`config.mk`:
```
export PLATFORM = sky130hd
export DESIGN_NAME = joystick_calibrated_servo_mapper
export DESIGN_NICKNAME = d
export VERILOG_FILES = /design/src/sv/jcsm_pkg.sv /design/src/sv/joystick_calibrated_servo_mapper.sv
export SDC_FILE = /design/constraint.sdc
export NUM_CORES = 1
export LEC_CHECK = 0
export BUFFER_PORTS_ARGS = -buffer_cell sky130_fd_sc_hd__buf_2
export CAP_MARGIN = 0
export CORE_ASPECT_RATIO = 0.5
export CORE_UTILIZATION = 40
export DETAILED_ROUTE_END_ITERATION = 16
export MAX_ROUTING_LAYER = met4
export PLACE_DENSITY = 0.64
export SLEW_MARGIN = 25
export SYNTH_ARGS = -nofsm -noshare
export SYNTH_HDL_FRONTEND = slang
export SYNTH_SLANG_ARGS = --single-unit
```
`constraint.sdc`:
```
create_clock -name aclk -period 4.58 [get_ports aclk]
set_input_delay 0.687 -clock aclk [delete_from_list [all_inputs] [get_ports aclk]]
set_output_delay 0.687 -clock aclk [all_outputs]
set_load 0.005 [all_outputs]
```
`src/sv/jcsm_pkg.sv`:
```
// ============================================================================
// jcsm_pkg
// Shared types, codes and widths of the joystick servo mapper.
// ============================================================================
package jcsm_pkg;

    localparam int DEBOUNCE_LEN_DEF = 10;

    localparam int SAMPLE_W = 10;
    localparam int PULSE_CFG_W = 12;
    localparam int CMP_W = 16;
    localparam int PHASE_W = 3;
    localparam int ADDR_W = 4;
    localparam int DATA_W = 32;

    // |pos - bottom| <= 1023, |pmax - pmin| <= 4095, product < 2^22
    localparam int MAG_A_W = SAMPLE_W;
    localparam int MAG_B_W = PULSE_CFG_W;
    localparam int PROD_W = MAG_A_W + MAG_B_W;
    localparam int PULSE_W = PROD_W + 2;
    localparam int DIFF_W = PULSE_W + 1;

    // Two bits per cycle in both the multiplier and the divider
    localparam int MUL_STEPS = MAG_A_W / 2;
    localparam int DIV_STEPS = PROD_W / 2;
    localparam int STEP_W = 4;

    localparam logic [CMP_W-1:0]       PERIOD_RST = 16'd4000;
    localparam logic [PULSE_CFG_W-1:0] PMIN_RST   = 12'd180;
    localparam logic [PULSE_CFG_W-1:0] PMAX_RST   = 12'd420;
    localparam logic [CMP_W-1:0]       INIT_CMP_RST = 16'd3700;
    localparam logic [SAMPLE_W-1:0]    TOP_RST    = 10'd300;
    localparam logic [SAMPLE_W-1:0]    BOTTOM_RST = 10'd1023;

    typedef enum logic [1:0] {
        REG_PERIOD   = 2'd0,
        REG_PULSE_MIN = 2'd1,
        REG_PULSE_MAX = 2'd2,
        REG_INIT_CMP = 2'd3
    } cfg_idx_t;

    typedef enum logic [PHASE_W-1:0] {
        PH_X_TOP    = 3'd0,
        PH_X_BOTTOM = 3'd1,
        PH_Y_TOP    = 3'd2,
        PH_Y_BOTTOM = 3'd3,
        PH_X_LIVE   = 3'd4,
        PH_Y_LIVE   = 3'd5,
        PH_DONE     = 3'd6
    } phase_t;

    typedef enum logic [2:0] {
        ST_IDLE = 3'd0,
        ST_MUL  = 3'd1,
        ST_DIV  = 3'd2,
        ST_SUM  = 3'd3,
        ST_FIN  = 3'd4
    } state_t;

endpackage

```
`src/sv/joystick_calibrated_servo_mapper.sv`:
```
// ============================================================================
// joystick_calibrated_servo_mapper
// Debounced trigger walks a calibration sequence; live servo steps map the
// joystick sample onto a compare value with a serial multiply and divide.
// ============================================================================
// Sequence: a beat on a tick without a live servo goes from idle straight to the final
//   step; a live-servo beat passes the idle, multiply, divide, sum and final steps.
// Throughput: one beat in flight; no new beat is taken until the final step has
//   loaded the result register, and a stalled result register holds the final step.
// Reset: aresetn is synchronous, active low; it restores the register file,
//   calibration points and compare values and empties the result register.
module joystick_calibrated_servo_mapper #(
    parameter int DEBOUNCE_LEN = jcsm_pkg::DEBOUNCE_LEN_DEF
) (
    input  logic                               aclk,
    input  logic                               aresetn,
    // input beats
    input  logic                               s_valid,
    output logic                               s_ready,
    input  logic                               s_trigger_level,
    input  logic [jcsm_pkg::SAMPLE_W-1:0]      s_x_sample,
    input  logic [jcsm_pkg::SAMPLE_W-1:0]      s_y_sample,
    // result beats
    output logic                               m_valid,
    input  logic                               m_ready,
    output logic [jcsm_pkg::PHASE_W-1:0]       m_phase,
    output logic                               m_click,
    output logic [jcsm_pkg::CMP_W-1:0]         m_x_compare,
    output logic [jcsm_pkg::CMP_W-1:0]         m_y_compare,
    // register port
    input  logic                               psel,
    input  logic                               penable,
    input  logic                               pwrite,
    input  logic [jcsm_pkg::ADDR_W-1:0]        paddr,
    input  logic [jcsm_pkg::DATA_W-1:0]        pwdata,
    output logic [jcsm_pkg::DATA_W-1:0]        prdata,
    output logic                               pready
);

    // Debounce counter just wide enough to count one block
    localparam int CNT_W = (DEBOUNCE_LEN > 1) ? $clog2(DEBOUNCE_LEN) : 1;
    localparam logic [CNT_W-1:0] CNT_LAST = CNT_W'(DEBOUNCE_LEN - 1);

    localparam int SW  = jcsm_pkg::SAMPLE_W;
    localparam int PW  = jcsm_pkg::PULSE_CFG_W;
    localparam int CW  = jcsm_pkg::CMP_W;
    localparam int XW  = jcsm_pkg::PROD_W;
    localparam int AW  = jcsm_pkg::MAG_A_W;
    localparam int BW  = jcsm_pkg::MAG_B_W;
    localparam int UW  = jcsm_pkg::PULSE_W;
    localparam int DW  = jcsm_pkg::DIFF_W;
    localparam int TW  = jcsm_pkg::STEP_W;

    // ------------------------------------------------------------------
    // Register file
    // ------------------------------------------------------------------
    logic [CW-1:0] period_reg;
    logic [PW-1:0] pmin_reg;
    logic [PW-1:0] pmax_reg;
    logic [CW-1:0] init_cmp_reg;

    logic cfg_wr;
    assign cfg_wr = psel & penable & pwrite & pready;
    assign pready = 1'b1;

    // Read mux: registers sit on 4-byte boundaries
    always_comb begin
        prdata = '0;
        case (jcsm_pkg::cfg_idx_t'(paddr[3:2]))
            jcsm_pkg::REG_PERIOD:    prdata = {{(jcsm_pkg::DATA_W-CW){1'b0}}, period_reg};
            jcsm_pkg::REG_PULSE_MIN: prdata = {{(jcsm_pkg::DATA_W-PW){1'b0}}, pmin_reg};
            jcsm_pkg::REG_PULSE_MAX: prdata = {{(jcsm_pkg::DATA_W-PW){1'b0}}, pmax_reg};
            jcsm_pkg::REG_INIT_CMP:  prdata = {{(jcsm_pkg::DATA_W-CW){1'b0}}, init_cmp_reg};
            default:                 prdata = '0;
        endcase
    end

    // ------------------------------------------------------------------
    // Control state
    // ------------------------------------------------------------------
    jcsm_pkg::state_t state_reg, state_next;
    logic [TW-1:0]    step_reg, step_next;

    jcsm_pkg::phase_t phase_reg;
    logic [CNT_W-1:0] cnt_reg;
    logic             any_high_reg;
    logic             armed_reg;
    logic             click_reg;

    // Marks a beat that went through the multiply/divide path
    logic             arith_done_reg;

    logic [SW-1:0] x_top_reg, x_bottom_reg, y_top_reg, y_bottom_reg;
    logic [CW-1:0] x_cmp_reg, y_cmp_reg;

    // Serial arithmetic datapath
    logic [XW-1:0]  acc_reg;       // product, then dividend/quotient
    logic [XW-1:0]  mcand_reg;     // |pmax - pmin|, shifted left per step
    logic [AW-1:0]  mplier_reg;    // |pos - bottom|, shifted right per step
    logic [SW-1:0]  div_reg;       // |top - bottom|
    logic [SW-1:0]  rem_reg;
    logic           neg_reg;
    logic           zspan_reg;
    logic           sel_y_reg;
    logic signed [UW-1:0] pulse_reg;

    logic in_beat, out_free, live;
    assign in_beat  = s_valid & s_ready;
    assign out_free = ~m_valid | m_ready;
    assign live     = (phase_reg == jcsm_pkg::PH_X_LIVE) ||
                      (phase_reg == jcsm_pkg::PH_Y_LIVE);

    // ------------------------------------------------------------------
    // Sequencer: next state and handshake
    // ------------------------------------------------------------------
    always_ff @(posedge aclk) begin
        if (!aresetn) begin
            state_reg <= jcsm_pkg::ST_IDLE;
            step_reg  <= '0;
        end else begin
            state_reg <= state_next;
            step_reg  <= step_next;
        end
    end

    always_comb begin
        state_next = state_reg;
        step_next  = step_reg;
        s_ready    = 1'b0;
        case (state_reg)
            jcsm_pkg::ST_IDLE: begin
                s_ready = 1'b1;
                step_next = '0;
                // Only a live servo step needs the arithmetic
                if (s_valid) begin
                    state_next = live ? jcsm_pkg::ST_MUL : jcsm_pkg::ST_FIN;
                end
            end
            jcsm_pkg::ST_MUL: begin
                if (step_reg == TW'(jcsm_pkg::MUL_STEPS - 1)) begin
                    step_next  = '0;
                    state_next = jcsm_pkg::ST_DIV;
                end else begin
                    step_next = step_reg + 1'b1;
                end
            end
            jcsm_pkg::ST_DIV: begin
                if (step_reg == TW'(jcsm_pkg::DIV_STEPS - 1)) begin
                    step_next  = '0;
                    state_next = jcsm_pkg::ST_SUM;
                end else begin
                    step_next = step_reg + 1'b1;
                end
            end
            jcsm_pkg::ST_SUM: begin
                state_next = jcsm_pkg::ST_FIN;
            end
            jcsm_pkg::ST_FIN: begin
                // Hold until the result register is free
                if (out_free) begin
                    state_next = jcsm_pkg::ST_IDLE;
                end
            end
            default: begin
                state_next = jcsm_pkg::ST_IDLE;
            end
        endcase
    end

    // ------------------------------------------------------------------
    // Operand setup at the input beat (signed differences -> magnitudes)
    // ------------------------------------------------------------------
    logic [SW-1:0]   pos_w, bot_w, top_w;
    logic [SW:0]     a_w, span_w, a_mag_w, span_mag_w;
    logic [PW:0]     b_w, b_mag_w;

    always_comb begin
        pos_w = (phase_reg == jcsm_pkg::PH_Y_LIVE) ? s_y_sample   : s_x_sample;
        bot_w = (phase_reg == jcsm_pkg::PH_Y_LIVE) ? y_bottom_reg : x_bottom_reg;
        top_w = (phase_reg == jcsm_pkg::PH_Y_LIVE) ? y_top_reg    : x_top_reg;
        a_w    = {1'b0, pos_w} - {1'b0, bot_w};
        span_w = {1'b0, top_w} - {1'b0, bot_w};
        b_w    = {1'b0, pmax_reg} - {1'b0, pmin_reg};
        a_mag_w    = a_w[SW]    ? (~a_w + 1'b1)    : a_w;
        span_mag_w = span_w[SW] ? (~span_w + 1'b1) : span_w;
        b_mag_w    = b_w[PW]    ? (~b_w + 1'b1)    : b_w;
    end

    // ------------------------------------------------------------------
    // One multiply step: two multiplier bits, LSB first
    // ------------------------------------------------------------------
    logic [XW-1:0] mul_w;
    always_comb begin
        mul_w = acc_reg
              + (mplier_reg[0] ? mcand_reg : '0)
              + (mplier_reg[1] ? {mcand_reg[XW-2:0], 1'b0} : '0);
    end

    // ------------------------------------------------------------------
    // One divide step: two restoring iterations; the quotient shifts into
    // the low end of the dividend register as the dividend leaves the top
    // ------------------------------------------------------------------
    logic [SW-1:0] rem_w;
    logic [XW-1:0] quo_w;
    logic [SW:0]   trial_w;
    always_comb begin
        rem_w   = rem_reg;
        quo_w   = acc_reg;
        trial_w = '0;
        for (int i = 0; i < 2; i++) begin
            trial_w = {rem_w, quo_w[XW-1]};
            quo_w   = {quo_w[XW-2:0], 1'b0};
            if (trial_w >= {1'b0, div_reg}) begin
                trial_w  = trial_w - {1'b0, div_reg};
                quo_w[0] = 1'b1;
            end
            rem_w = trial_w[SW-1:0];
        end
    end

    // ------------------------------------------------------------------
    // Pulse and compare: pulse = pmin +/- quotient, compare = period - pulse
    // ------------------------------------------------------------------
    logic signed [UW-1:0] q_s_w, pulse_w;
    logic signed [DW-1:0] diff_w;
    logic [CW-1:0]        cmp_w;

    always_comb begin
        q_s_w   = $signed({{(UW-XW){1'b0}}, acc_reg});
        if (zspan_reg) begin
            q_s_w = '0;
        end else if (neg_reg) begin
            q_s_w = -q_s_w;
        end
        pulse_w = $signed({{(UW-PW){1'b0}}, pmin_reg}) + q_s_w;
        diff_w  = $signed({{(DW-CW){1'b0}}, period_reg}) - DW'(pulse_reg);
        // Saturate to the compare register's range
        if (diff_w[DW-1]) begin
            cmp_w = '0;
        end else if (|diff_w[DW-2:CW]) begin
            cmp_w = '1;
        end else begin
            cmp_w = diff_w[CW-1:0];
        end
    end

    // ------------------------------------------------------------------
    // Datapath registers
    // ------------------------------------------------------------------
    always_ff @(posedge aclk) begin
        case (state_reg)
            jcsm_pkg::ST_IDLE: begin
                if (in_beat) begin
                    acc_reg    <= '0;
                    mcand_reg  <= XW'(b_mag_w[BW-1:0]);
                    mplier_reg <= a_mag_w[AW-1:0];
                    div_reg    <= span_mag_w[SW-1:0];
                    rem_reg    <= '0;
                    neg_reg    <= a_w[SW] ^ b_w[PW] ^ span_w[SW];
                    zspan_reg  <= (span_w == '0);
                    sel_y_reg  <= (phase_reg == jcsm_pkg::PH_Y_LIVE);
                end
            end
            jcsm_pkg::ST_MUL: begin
                acc_reg    <= mul_w;
                mcand_reg  <= {mcand_reg[XW-3:0], 2'b00};
                mplier_reg <= {2'b00, mplier_reg[AW-1:2]};
            end
            jcsm_pkg::ST_DIV: begin
                acc_reg <= quo_w;
                rem_reg <= rem_w;
            end
            jcsm_pkg::ST_SUM: begin
                pulse_reg <= pulse_w;
            end
            default: begin
            end
        endcase
    end

    // ------------------------------------------------------------------
    // Register file, debounce, calibration and compare state
    // ------------------------------------------------------------------
    logic block_end_w, any_w, pressed_w, click_w;
    assign block_end_w = (cnt_reg == CNT_LAST);
    assign any_w       = any_high_reg | s_trigger_level;
    assign pressed_w   = ~any_w;
    assign click_w     = block_end_w & pressed_w & armed_reg;

    always_ff @(posedge aclk) begin
        if (!aresetn) begin
            period_reg   <= jcsm_pkg::PERIOD_RST;
            pmin_reg     <= jcsm_pkg::PMIN_RST;
            pmax_reg     <= jcsm_pkg::PMAX_RST;
            init_cmp_reg <= jcsm_pkg::INIT_CMP_RST;
            phase_reg    <= jcsm_pkg::PH_X_TOP;
            cnt_reg      <= '0;
            any_high_reg <= 1'b0;
            armed_reg    <= 1'b0;
            click_reg    <= 1'b0;
            x_top_reg    <= jcsm_pkg::TOP_RST;
            x_bottom_reg <= jcsm_pkg::BOTTOM_RST;
            y_top_reg    <= jcsm_pkg::TOP_RST;
            y_bottom_reg <= jcsm_pkg::BOTTOM_RST;
            x_cmp_reg    <= jcsm_pkg::INIT_CMP_RST;
            y_cmp_reg    <= jcsm_pkg::INIT_CMP_RST;
        end else begin
            // The user must write registers only while no beat is in flight; the block does not enforce it
            if (cfg_wr) begin
                case (jcsm_pkg::cfg_idx_t'(paddr[3:2]))
                    jcsm_pkg::REG_PERIOD:    period_reg <= pwdata[CW-1:0];
                    jcsm_pkg::REG_PULSE_MIN: pmin_reg   <= pwdata[PW-1:0];
                    jcsm_pkg::REG_PULSE_MAX: pmax_reg   <= pwdata[PW-1:0];
                    jcsm_pkg::REG_INIT_CMP: begin
                        init_cmp_reg <= pwdata[CW-1:0];
                        // Reload any servo that is not driven yet
                        if (phase_reg < jcsm_pkg::PH_X_LIVE) begin
                            x_cmp_reg <= pwdata[CW-1:0];
                        end
                        if (phase_reg < jcsm_pkg::PH_Y_LIVE) begin
                            y_cmp_reg <= pwdata[CW-1:0];
                        end
                    end
                    default: begin
                    end
                endcase
            end

            // Debounce and phase advance at the input beat; the servo
            // selection was already captured from the phase before this beat
            if (in_beat) begin
                click_reg <= click_w;
                if (block_end_w) begin
                    cnt_reg      <= '0;
                    any_high_reg <= 1'b0;
                    if (!pressed_w) begin
                        armed_reg <= 1'b1;
                    end
                    if (click_w) begin
                        armed_reg <= 1'b0;
                        case (phase_reg)
                            jcsm_pkg::PH_X_TOP: begin
                                x_top_reg <= s_x_sample;
                                phase_reg <= jcsm_pkg::PH_X_BOTTOM;
                            end
                            jcsm_pkg::PH_X_BOTTOM: begin
                                x_bottom_reg <= s_x_sample;
                                phase_reg    <= jcsm_pkg::PH_Y_TOP;
                            end
                            jcsm_pkg::PH_Y_TOP: begin
                                y_top_reg <= s_y_sample;
                                phase_reg <= jcsm_pkg::PH_Y_BOTTOM;
                            end
                            jcsm_pkg::PH_Y_BOTTOM: begin
                                y_bottom_reg <= s_y_sample;
                                phase_reg    <= jcsm_pkg::PH_X_LIVE;
                            end
                            jcsm_pkg::PH_X_LIVE: phase_reg <= jcsm_pkg::PH_Y_LIVE;
                            jcsm_pkg::PH_Y_LIVE: phase_reg <= jcsm_pkg::PH_DONE;
                            default: begin
                                // done: stay
                            end
                        endcase
                    end
                end else begin
                    cnt_reg      <= cnt_reg + 1'b1;
                    any_high_reg <= any_w;
                end
            end

            // Commit the new compare value once the arithmetic is done
            if (state_reg == jcsm_pkg::ST_SUM) begin
                // nothing: pulse registers this cycle
            end
            if ((state_reg == jcsm_pkg::ST_FIN) && out_free && (step_reg == '0)
                    && arith_done_reg) begin
                if (sel_y_reg) begin
                    y_cmp_reg <= cmp_w;
                end else begin
                    x_cmp_reg <= cmp_w;
                end
            end
        end
    end

    always_ff @(posedge aclk) begin
        if (!aresetn) begin
            arith_done_reg <= 1'b0;
        end else if (state_reg == jcsm_pkg::ST_SUM) begin
            arith_done_reg <= 1'b1;
        end else if (state_reg == jcsm_pkg::ST_FIN && out_free) begin
            arith_done_reg <= 1'b0;
        end
    end

    // ------------------------------------------------------------------
    // Result register: loads in the final step, holds while stalled
    // ------------------------------------------------------------------
    always_ff @(posedge aclk) begin
        if (!aresetn) begin
            m_valid <= 1'b0;
        end else if ((state_reg == jcsm_pkg::ST_FIN) && out_free) begin
            m_valid <= 1'b1;
        end else if (m_ready) begin
            m_valid <= 1'b0;
        end
    end

    always_ff @(posedge aclk) begin
        if ((state_reg == jcsm_pkg::ST_FIN) && out_free) begin
            m_phase     <= phase_reg;
            m_click     <= click_reg;
            m_x_compare <= (arith_done_reg && !sel_y_reg) ? cmp_w : x_cmp_reg;
            m_y_compare <= (arith_done_reg &&  sel_y_reg) ? cmp_w : y_cmp_reg;
        end
    end

endmodule

```
==> metrics.md, run 1 <==
| Metric | Value |
|---|---|
| Synth unique cells | `91` |
| Final nets | `2452` |
| H-tree depth | `1` |
| Grt total ovfl | `0` |
| Clock Path Buffers | `3` |
| Share of the synthesized area in the top cell type | `21.1%` |
| Complex-gate fraction of the synthesized area | `between 10% and 20%` |
| Via count | `15800` |
| Status | `finished clean` |
| Synth Instances | `roughly 2200` |
| I/O Pins | `135` |
| Initial core utilization | `41.1%` |
| Layout fillers | `4499` |
| CTS clock-pin slew for the worst setup and hold paths | `approximately 60 ps` |
| Simple-gate share of the synthesized area | `19.8%` |
| Die footprint | `0.0497 sq mm` |
| Die height | `158 um` |
| Pwr Density | `about 290 mW/mm^2` |
| Largest net degree at the start of global routing | `65` |
| Post-synthesis sequential area ratio | `~36%` |
| Setup WS pre-CTS | `138 ps` |
| XOR/XNOR share of the synthesized area | `under 10%` |
| Worst vdd ir | `0.214 mV` |
| Total power | `6.31 mW` |
| Most used DFF post-synth | `dfxtp_1` |
| Layout area overhead | `10.7%` |
| DRC Markers | `0` |
| F_max | `231 MHz` |
| First-pass GRT wire length | `approximately 78 mm` |
| TritonCTS clock tree | `built` |
| Final Worst Setup Slack | `242 ps` |
| Final period utilization | `94.7%` |
| Synth Cell Area | `approximately 0.019 sq mm` |
| Detail Route Antenna Nets | `0` |
| CP arrival | `4620 ps` |
| Cts hold-fix bufs | `0` |
| Worst hold-check path type | `input port to flip-flop` |
| Cell Rows | `56` |
| Area contributors post-synth | `edfxtp_1, dfxtp_1, ha_1` |
| CP Cell Sequence | `inv_2 -> ha_1 -> a21oi_1 -> nor2_1 -> or3_1 -> and4_1 -> nor3_4 -> mux2_2 -> ha_1 -> or2_2 -> a21oi_1 -> a21oi_4 -> a41oi_2 -> o211ai_2 -> buf_4 -> mux2i_1 -> nor2_1` |
| Max incr delay on CP | `400 ps` |
| Worst Setup End Kind | `flip-flop` |
| Mux contribution to synthesized area | `5.97%` |
| Fin. max-slew vios | `0` |
| Share of cells above drive strength 1 | `13.9%` |
| Max_slew headroom | `38.5%` |
| Adder-cell share of the synthesized area | `9.81%` |
| CTS buffer count | `29` |
| Slew of the pin with the lowest slew margin | `919 ps` |
| Endpoints failing hold | `0` |
| Drt first-iter violations | `between 1000 and 1500` |
| GRT Total Usage | `20.0%` |
| Later-pin clock latency in the skew report | `560 ps` |
| Synth Warn # | `0` |
| Routed WL | `48.8 mm` |
| DRT Pass-1 Iters | `5` |
| Critical Path RT | `4860 ps` |
| DPL Wire Length | `36.2 mm` |
| Crit path time final | `4340 ps` |
| Number of synthesized flops with an enable pin | `137` |
| Syn avg cell area | `8.94 sq um` |
| Drt wl/cell | `16.8 um` |
| N_diodes | `0` |
| Die width | `roughly 310 um` |
| Combinational family with the most area after synthesis | `simple AND/OR/NAND/NOR gates` |
| Startpoint types | `flip-flop` |
| Max_cap viols | `0` |
| Clk sinks | `284` |
| Final setup fails | `0` |
| GPL Wtd Cong | `0.917` |
| Drt via density | `5.43` |
| Max FFs per register | `24` |
| Fin Setup TNS | `0 ps` |
| Kind of critical path | `flip-flop to flip-flop` |
| Slowest-stage cell, CP | `or3_1` |
| Finished Layout Cells | `2912` |
| FFs w/ async S/R, synth | `0%` |
| Cell taking the most area after synthesis | `edfxtp_1` |
| Clk_skew | `14.3 ps` |
| FF+latch count, synth | `~280` |
| Core Region | `0.0474 sq mm` |
| Number of global-route vias before repair | `14800` |
| CTS Root Cell | `clkbuf_16` |
| Placed Cells | `2858` |
| Leakage power | `8.50 nW` |
| Port bufs | `99` |
| Initial antenna violation count | `0` |
| Worst-path fanout max | `7` |
## cells in the mapped netlist (17+ instances only)
| cell | instances |
|---|---|
| nand2_1 | 338 |
| dfxtp_1 | 147 |
| edfxtp_1 | 137 |
| nor2_1 | 131 |
| o21ai_0 | 109 |
| ha_1 | 108 |
| a21oi_1 | 93 |
| inv_1 | 84 |
| xnor2_1 | 80 |
| clkbuf_1 | 78 |
| nor3_1 | 75 |
| and2_1 | 59 |
| nand3_1 | 58 |
| xor2_1 | 52 |
| mux2i_1 | 43 |
| a21boi_0 | 41 |
| mux2_2 | 39 |
| o21ai_1 | 36 |
| a21oi_2 | 31 |
| nand2b_1 | 29 |
| nor2b_1 | 29 |
| fa_1 | 28 |
| a31oi_1 | 24 |
| a21o_1 | 22 |
| buf_4 | 19 |
| or3_1 | 18 |
| and3_1 | 17 |
## through the flow
step | utilization (%) | area, sq um | hold slack [ps]
6_report | 45.5 | 21600 | 379
5_1_grt | 45.5 | 21600 | 372
4_1_cts | 45.4 | 21500 | 358
3_5_place_dp | 43.5 | 20600 | 426
3_3_place_gp | 43.5 | 20600 | 414
2_1_floorplan | - | 19600 | 406
## repair_timing
action | in CTS | in global routing
resized for setup | 0 | 8
buffers inserted | 0 | 1
setup endpoints to repair | 0 | 11
## logic make-up (layout without fill, tap and decap cells)
logic type | after synthesis | after routing
and+or+nand+nor | 815 | 815
AOI/OAI and AO/OA | 515 | 515
DFF | 284 | 284
buffers and inverters | 201 | 279
adders and majority gates | 136 | 136
xor gates and xnor gates | 132 | 132
muxes | 96 | 96
other | 2 | 17
## area by class of cell
cell class                      count  area, sq um  share of cell area, %
Clock buffer                       36          762                   3.53
Inverter                           87          327                   1.51
Multi-Input combinational cell   1711        11700                   54.2
Clock inverter                     17          121                  0.563
Tap cell                          638          798                   3.70
Sequential cell                   284         7060                   32.7
Timing Repair Buffer              139          815                   3.78
## path summary, 6_finish.rpt
path                                        startpoint  depth (start not counted)  slack (ps)                      endpoint
worst max register to register    div_reg[3]$_DFFE_PP_                         17         240      rem_reg[1]$_SDFFCE_PN0P_
worst max-delay path              div_reg[3]$_DFFE_PP_                         17         240      rem_reg[1]$_SDFFCE_PN0P_
worst min-delay path                     s_y_sample[6]                          3         380  y_bottom_reg[6]$_SDFFE_PN1P_
worst min register to register  click_reg$_SDFFE_PN0P_                          0         440             m_click$_DFFE_PP_
## placed cells by master, fill, tap and decap left out, types with 80 or more instances in the layout
cell type / synthesis / routed
xnor2_1: 80 / 80
inv_1: 84 / 83
edfxtp_1: 137 / 137
a21oi_1: 93 / 91
buf_2: 6 / 98
ha_1: 108 / 107
dfxtp_1: 147 / 147
o21ai_0: 109 / 109
nor2_1: 131 / 131
nand2_1: 338 / 338
## where the power goes
group	switching, mW	internal [mW]
clock	1.04	1.24
sequential	0.0732	2.76
combinational	0.695	0.498
## routing by layer
layer	global-route usage, %	part of all wire [%]
met5	-	0
met4	5.53	2.6
met3	2.62	5.1
met2	32.0	45
met1	26.7	47
## critical path, delay by kind of cell (launching register included)
family | cells | cell delay (ps)
adders and majority gates | 2 | 630
AOI/OAI and AO/OA | 5 | 860
DFF | 1 | 380
buffers and inverters | 2 | 290
and+or+nand+nor | 6 | 1340
muxes | 2 | 560
Note: power is estimated with default switching activity, not from simulation.
==> run 2: changes to the inputs <==
--- a/config.mk
+++ b/config.mk
@@ -7,7 +7,7 @@
 export LEC_CHECK = 0
 export BUFFER_PORTS_ARGS = -buffer_cell sky130_fd_sc_hd__buf_2
 export CAP_MARGIN = 0
-export CORE_ASPECT_RATIO = 0.5
+export CORE_ASPECT_RATIO = 1.75
 export CORE_UTILIZATION = 40
 export DETAILED_ROUTE_END_ITERATION = 16
 export MAX_ROUTING_LAYER = met4
==> metrics.md, run 2 (synthesized netlist as in run 1, its figures left out) <==
| Metric | Value |
|---|---|
| Status | `finished clean` |
| Clock Path Buffers | `3` |
| GRT Total Usage | `between 20% and 30%` |
| Via count | `16300` |
| CTS Root Cell | `clkbuf_16` |
| Startpoint types | `flip-flop` |
| Slowest-stage cell, CP | `edfxtp_1` |
| Clk_skew | `16.2 ps` |
| Initial core utilization | `40.7%` |
| Max_cap viols | `0` |
| Commonest cells after routing, fill and taps aside | `nand2_1, dfxtp_1, edfxtp_1` |
| Core Region | `0.0479 sq mm` |
| Clock Power Share | `38.1%` |
| Endpoints failing hold | `0` |
| H-tree depth | `1` |
| Later-pin clock latency in the skew report | `570 ps` |
| Placed Cells | `2873` |
| WL met2 | `about 32 mm` |
| Fin. max-slew vios | `0` |
| Worst-path fanout max | `7` |
| Largest net degree at the start of global routing | `97` |
| Critical Path RT | `4870 ps` |
| Number of global-route vias before repair | `16600` |
| CTS clock-pin slew for the worst setup and hold paths | `70 ps` |
| Layout area overhead | `11.5%` |
| Met1 WL | `19.2 mm` |
| Combinational share of power | `between 10% and 20%` |
| Worst vdd ir | `0.259 mV` |
| Fin Hold WS | `355 ps` |
| DP Area | `0.0207 sq mm` |
| CP Cell Sequence | `ha_1 -> a21oi_1 -> nor2_1 -> or3_1 -> and4_1 -> nor3_4 -> buf_12 -> mux2_2 -> ha_1 -> o211ai_1 -> a21o_1 -> a21oi_2 -> a41oi_2 -> o211ai_2 -> buf_4 -> mux2i_1 -> nor2_1` |
| Leakage power | `8.61 nW` |
| Drt wl/cell | `19.5 um` |
| Die width | `169 um` |
| DRT Pass-1 Iters | `8` |
| TritonCTS clock tree | `built` |
| Most common cell after layout, fill and taps aside | `nand2_1` |
| P_sw | `between 1.5 and 2 mW` |
| CTS buffer count | `28` |
| CP arrival | `between 4000 and 5000 ps` |
| Final nets | `between 2000 and 2500` |
| Sw Share | `~29%` |
| DRC Markers | `0` |
| Max FFs per register | `24` |
| Finished Layout Cells | `about 2900` |
| Worst hold-check path type | `input port to flip-flop` |
| Port bufs | `99` |
| Max incr delay on CP | `approximately 460 ps` |
| F_max | `between 200 and 250 MHz` |
| Pwr Density | `302 mW/mm^2` |
| Initial antenna violation count | `0` |
| Share of cells above drive strength 1 | `14.0%` |
| Final std cell area, no fill | `approximately 0.022 sq mm` |
| Final period utilization | `96.3%` |
| Drt via density | `5.58` |
| Grt total ovfl | `0` |
| Max layer used | `met4` |
| Detail Route Antenna Nets | `0` |
| DPL Wire Length | `44.8 mm` |
| Clk sinks | `284` |
| Die height | `294 um` |
| Drt first-iter violations | `901` |
| Die footprint | `0.0497 sq mm` |
| Kind of critical path | `flip-flop to flip-flop` |
| First-pass GRT wire length | `89.4 mm` |
| Crit path time final | `4410 ps` |
| Flop pwr share | `43.4%` |
| Worst Setup End Kind | `flip-flop` |
| Pint | `4.70 mW` |
| Max_slew headroom | `30.4%` |
| N_diodes | `0` |
| Met3 WL | `1.80 mm` |
| Final setup fails | `0` |
| Cts hold-fix bufs | `0` |
| I/O Pins | `135` |
| GPL Wtd Cong | `around 0.97` |
| Cell Rows | `106` |
| Routed WL | `approximately 57 mm` |
| Slew of the pin with the lowest slew margin | `1040 ps` |
-- run 2: changes by cell type in the layout (fill, tap and decap cells not counted), sizes merged --
cell | before | now
buf | 139 | 144
bufinv | 1 | 2
clkbuf | 36 | 37
clkinv | 12 | 8
clkinvlp | 2 | 0
inv | 89 | 92
-- run 2: stage by stage --
step                TNS [ps]  setup WS [ps]  util (%)  power (mW)
finish                     0            169      45.4        6.58
CTS                        0           77.8      45.4        6.61
global route           -12.4          -6.49      45.4        6.86
detailed placement         0           81.4      43.2        4.11
floorplan                  0            386         -        3.76
global placement           0           74.9      43.2        4.10
-- run 2: worst paths after layout --
path	depth (start not counted)	slack [ps]	startpoint	end
max	17	170	rem_reg[2]$_SDFFCE_PN0P_	rem_reg[3]$_SDFFCE_PN0P_
min reg2reg	0	430	click_reg$_SDFFE_PN0P_	m_click$_DFFE_PP_
max reg2reg	17	170	rem_reg[2]$_SDFFCE_PN0P_	rem_reg[3]$_SDFFCE_PN0P_
min	3	360	s_y_sample[4]	y_bottom_reg[4]$_SDFFE_PN1P_
-- run 2: critical path: cells and delay by family (launching register included) --
kind | cells | cell delay (ps)
DFF | 1 | 460
and+or+nand+nor | 5 | 1040
buffers and inverters | 2 | 340
AOI/OAI and AO/OA | 6 | 1000
muxes | 2 | 560
adders and majority gates | 2 | 730
-- run 2: per-layer routing --
layer,vias up,track usage (%)
li1,7883,-
met1,7816,21.0
met2,446,47.4
met3,176,1.94
met4,0,14.9
met5,-,-
-- run 2: area by class of cell --
cell class,instances,area (sq um)
Clock buffer,37,850
Sequential cell,284,7060
Fill cell,4578,26100
Clock inverter,15,161
Tap cell,648,811
Timing Repair Buffer,144,886
Multi-Input combinational cell,1711,11700
Inverter,87,327
-- run 2: power by group through the flow --
stage               clock network (mW)  logic (mW)  registers [mW]
floorplan                            0       0.892            2.87
finish                            2.51        1.22            2.85
CTS                               2.55        1.21            2.85
detailed placement                   0        1.20            2.91
global placement                     0        1.19            2.91
global route                      2.65        1.35            2.86
-- run 2: what timing repair did --
action,CTS,global route
buffers inserted,0,1
endpoints found under the setup margin,0,11
resized for setup,0,2
==> run 3: changes to the inputs <==
--- a/config.mk
+++ b/config.mk
@@ -5,13 +5,14 @@
 export SDC_FILE = /design/constraint.sdc
 export NUM_CORES = 1
 export LEC_CHECK = 0
-export BUFFER_PORTS_ARGS = -buffer_cell sky130_fd_sc_hd__buf_2
 export CAP_MARGIN = 0
 export CORE_ASPECT_RATIO = 1.75
 export CORE_UTILIZATION = 40
+export CTS_CLUSTER_SIZE = 25
 export DETAILED_ROUTE_END_ITERATION = 16
+export DONT_BUFFER_PORTS = 1
 export MAX_ROUTING_LAYER = met4
-export PLACE_DENSITY = 0.64
+export PLACE_DENSITY = 0.61
 export SLEW_MARGIN = 25
 export SYNTH_ARGS = -nofsm -noshare
 export SYNTH_HDL_FRONTEND = slang
==> constraint.sdc (replaced) <==
create_clock -name aclk -period 4.4 [get_ports aclk]
set_input_delay 0.66 -clock aclk [delete_from_list [all_inputs] [get_ports aclk]]
set_output_delay 0.66 -clock aclk [all_outputs]
set_load 0.005 [all_outputs]
==> metrics.md, run 3 (synthesized netlist as in run 1, its figures left out) <==
| Metric | Value |
|---|---|
| DRC Markers | `0` |
| Pwr Density | `314 mW/mm^2` |
| Max_cap viols | `0` |
| Die width | `169 um` |
| Core Region | `0.0479 sq mm` |
| Clock Power Share | `37.7%` |
| Drt first-iter violations | `815` |
| Grt total ovfl | `0` |
| Cts hold-fix bufs | `0` |
| CTS buffer count | `28` |
| Max FFs per register | `24` |
| Initial antenna violation count | `0` |
| Number of global-route vias before repair | `16000` |
| Commonest cells after routing, fill and taps aside | `nand2_1, dfxtp_1, edfxtp_1` |
| Die footprint | `0.0497 sq mm` |
| Die height | `294 um` |
| GPL Wtd Cong | `approximately 1.0` |
| DPL Wire Length | `44.3 mm` |
| Setup WS pre-CTS | `4.19 ps` |
| Via count | `~16000` |
| Fin. max-slew vios | `0` |
| Final nets | `2370` |
| Worst-path fanout max | `7` |
| Clock Path Buffers | `3` |
| H-tree depth | `1` |
| Most common cell after layout, fill and taps aside | `nand2_1` |
| Drt wl/cell | `between 15 and 20 um` |
| Worst Setup End Kind | `flip-flop` |
| I/O Pins | `around 140` |
| Final setup fails | `0` |
| CTS clock-pin slew for the worst setup and hold paths | `70 ps` |
| CTS Root Cell | `clkbuf_16` |
| DRT Pass-1 Iters | `7` |
| GRT Total Usage | `between 20% and 30%` |
| P_sw | `1.87 mW` |
| Final std cell area, no fill | `0.0213 sq mm` |
| Largest net degree at the start of global routing | `135` |
| Critical Path RT | `4720 ps` |
| N_diodes | `0` |
| Later-pin clock latency in the skew report | `590 ps` |
| Final period utilization | `between 90% and 100%` |
| Slew of the pin with the lowest slew margin | `953 ps` |
| Worst hold-check path type | `input port to flip-flop` |
| Detail Route Antenna Nets | `0` |
| Worst vdd ir | `~0.26 mV` |
| First-pass GRT wire length | `88.6 mm` |
| Startpoint types | `flip-flop` |
| Clk_skew | `31.5 ps` |
| Reg2reg setup slack | `200 ps` |
| Port bufs | `0` |
| # Post-CTS Setup Buffers | `0` |
| Kind of critical path | `flip-flop to flip-flop` |
| Flop pwr share | `between 40% and 50%` |
| F_max | `238 MHz` |
| Drt via density | `5.64` |
| Endpoints failing hold | `0` |
| Sw Share | `around 28%` |
| Clk sinks | `284` |
| CP arrival | `4520 ps` |
| Resize count post-CTS | `0` |
| Final Worst Setup Slack | `just over 200 ps` |
| Share of cells above drive strength 1 | `a little over a tenth` |
| DP Area | `between 0.02 and 0.025 sq mm` |
| Leakage power | `8.25 nW` |
| Max_slew headroom | `between 30% and 40%` |
| Status | `finished clean` |
| Routed WL | `56.8 mm` |
| Pint | `roughly 4.8 mW` |
| Initial core utilization | `40.7%` |
| Cell Rows | `106` |
| TritonCTS clock tree | `built` |
| Combinational share of power | `~18%` |
| Layout area overhead | `9.50%` |
| Crit path time final | `4200 ps` |
[run 3: layer usage]
metal / part of all wire (%) / wire length, um / up-vias / global-route usage (%)
met5: 0 / 0 / - / -
met4: 7.1 / 4050 / 0 / 15.8
met3: 4.2 / 2400 / 181 / 2.95
met2: 55 / 31300 / 443 / 45.7
met1: 33 / 19000 / 7681 / 20.8
li1: - / - / 7710 / -
[run 3: through the flow]
stage                     setup TNS, ps  utilization (%)  hold WS [ps]  std cells  total power [mW]
after floorplan                       0                -           406       2196              3.91
after global placement                0             42.5           423       2788              4.19
after detailed placement              0             42.5           434       2788              4.21
after CTS                             0             44.5           156       2840              6.75
after global routing              -9.33             44.6           167       2840              6.99
final                                 0             44.6           171       2840              6.71
[run 3: cell type report]
type,instances,area [sq um]
Clock buffer,41,812
Clock inverter,11,143
Fill cell,4593,26500
Inverter,87,327
Multi-Input combinational cell,1711,11700
Sequential cell,284,7060
Tap cell,648,811
Timing Repair Buffer,58,493
[run 3: power groups by stage]
stage	Sequential [mW]	Combinational, mW	Clock, mW
after CTS	2.96	1.20	2.58
final	2.96	1.21	2.53
after global placement	3.02	1.17	0
after detailed placement	3.02	1.19	0
after global routing	2.98	1.34	2.68
after floorplan	2.98	0.929	0
[run 3: path summary, 6_finish.rpt]
path	endpoint	depth (start not counted)	startpoint
worst min register to register	m_click$_DFFE_PP_	0	click_reg$_SDFFE_PN0P_
worst max-delay path	rem_reg[7]$_SDFFCE_PN0P_	17	rem_reg[3]$_SDFFCE_PN0P_
worst min-delay path	y_cmp_reg[2]$_SDFF_PN1_	1	aresetn
worst max register to register	rem_reg[7]$_SDFFCE_PN0P_	17	rem_reg[3]$_SDFFCE_PN0P_
[run 3: worst max-delay path, cell delays in order (launching register included)]
cell and delay, ps:
edfxtp_1 440, ha_1 350, inv_1 120, nor2_1 70, or3_1 380, and4_1 250, nor3_4 200, buf_12 150
mux2_2 350, ha_1 290, or2_2 270, a21oi_1 200, a21oi_2 70, a41oi_2 240, o211ai_2 140, buf_6 160
mux2i_2 200, nor2_1 60
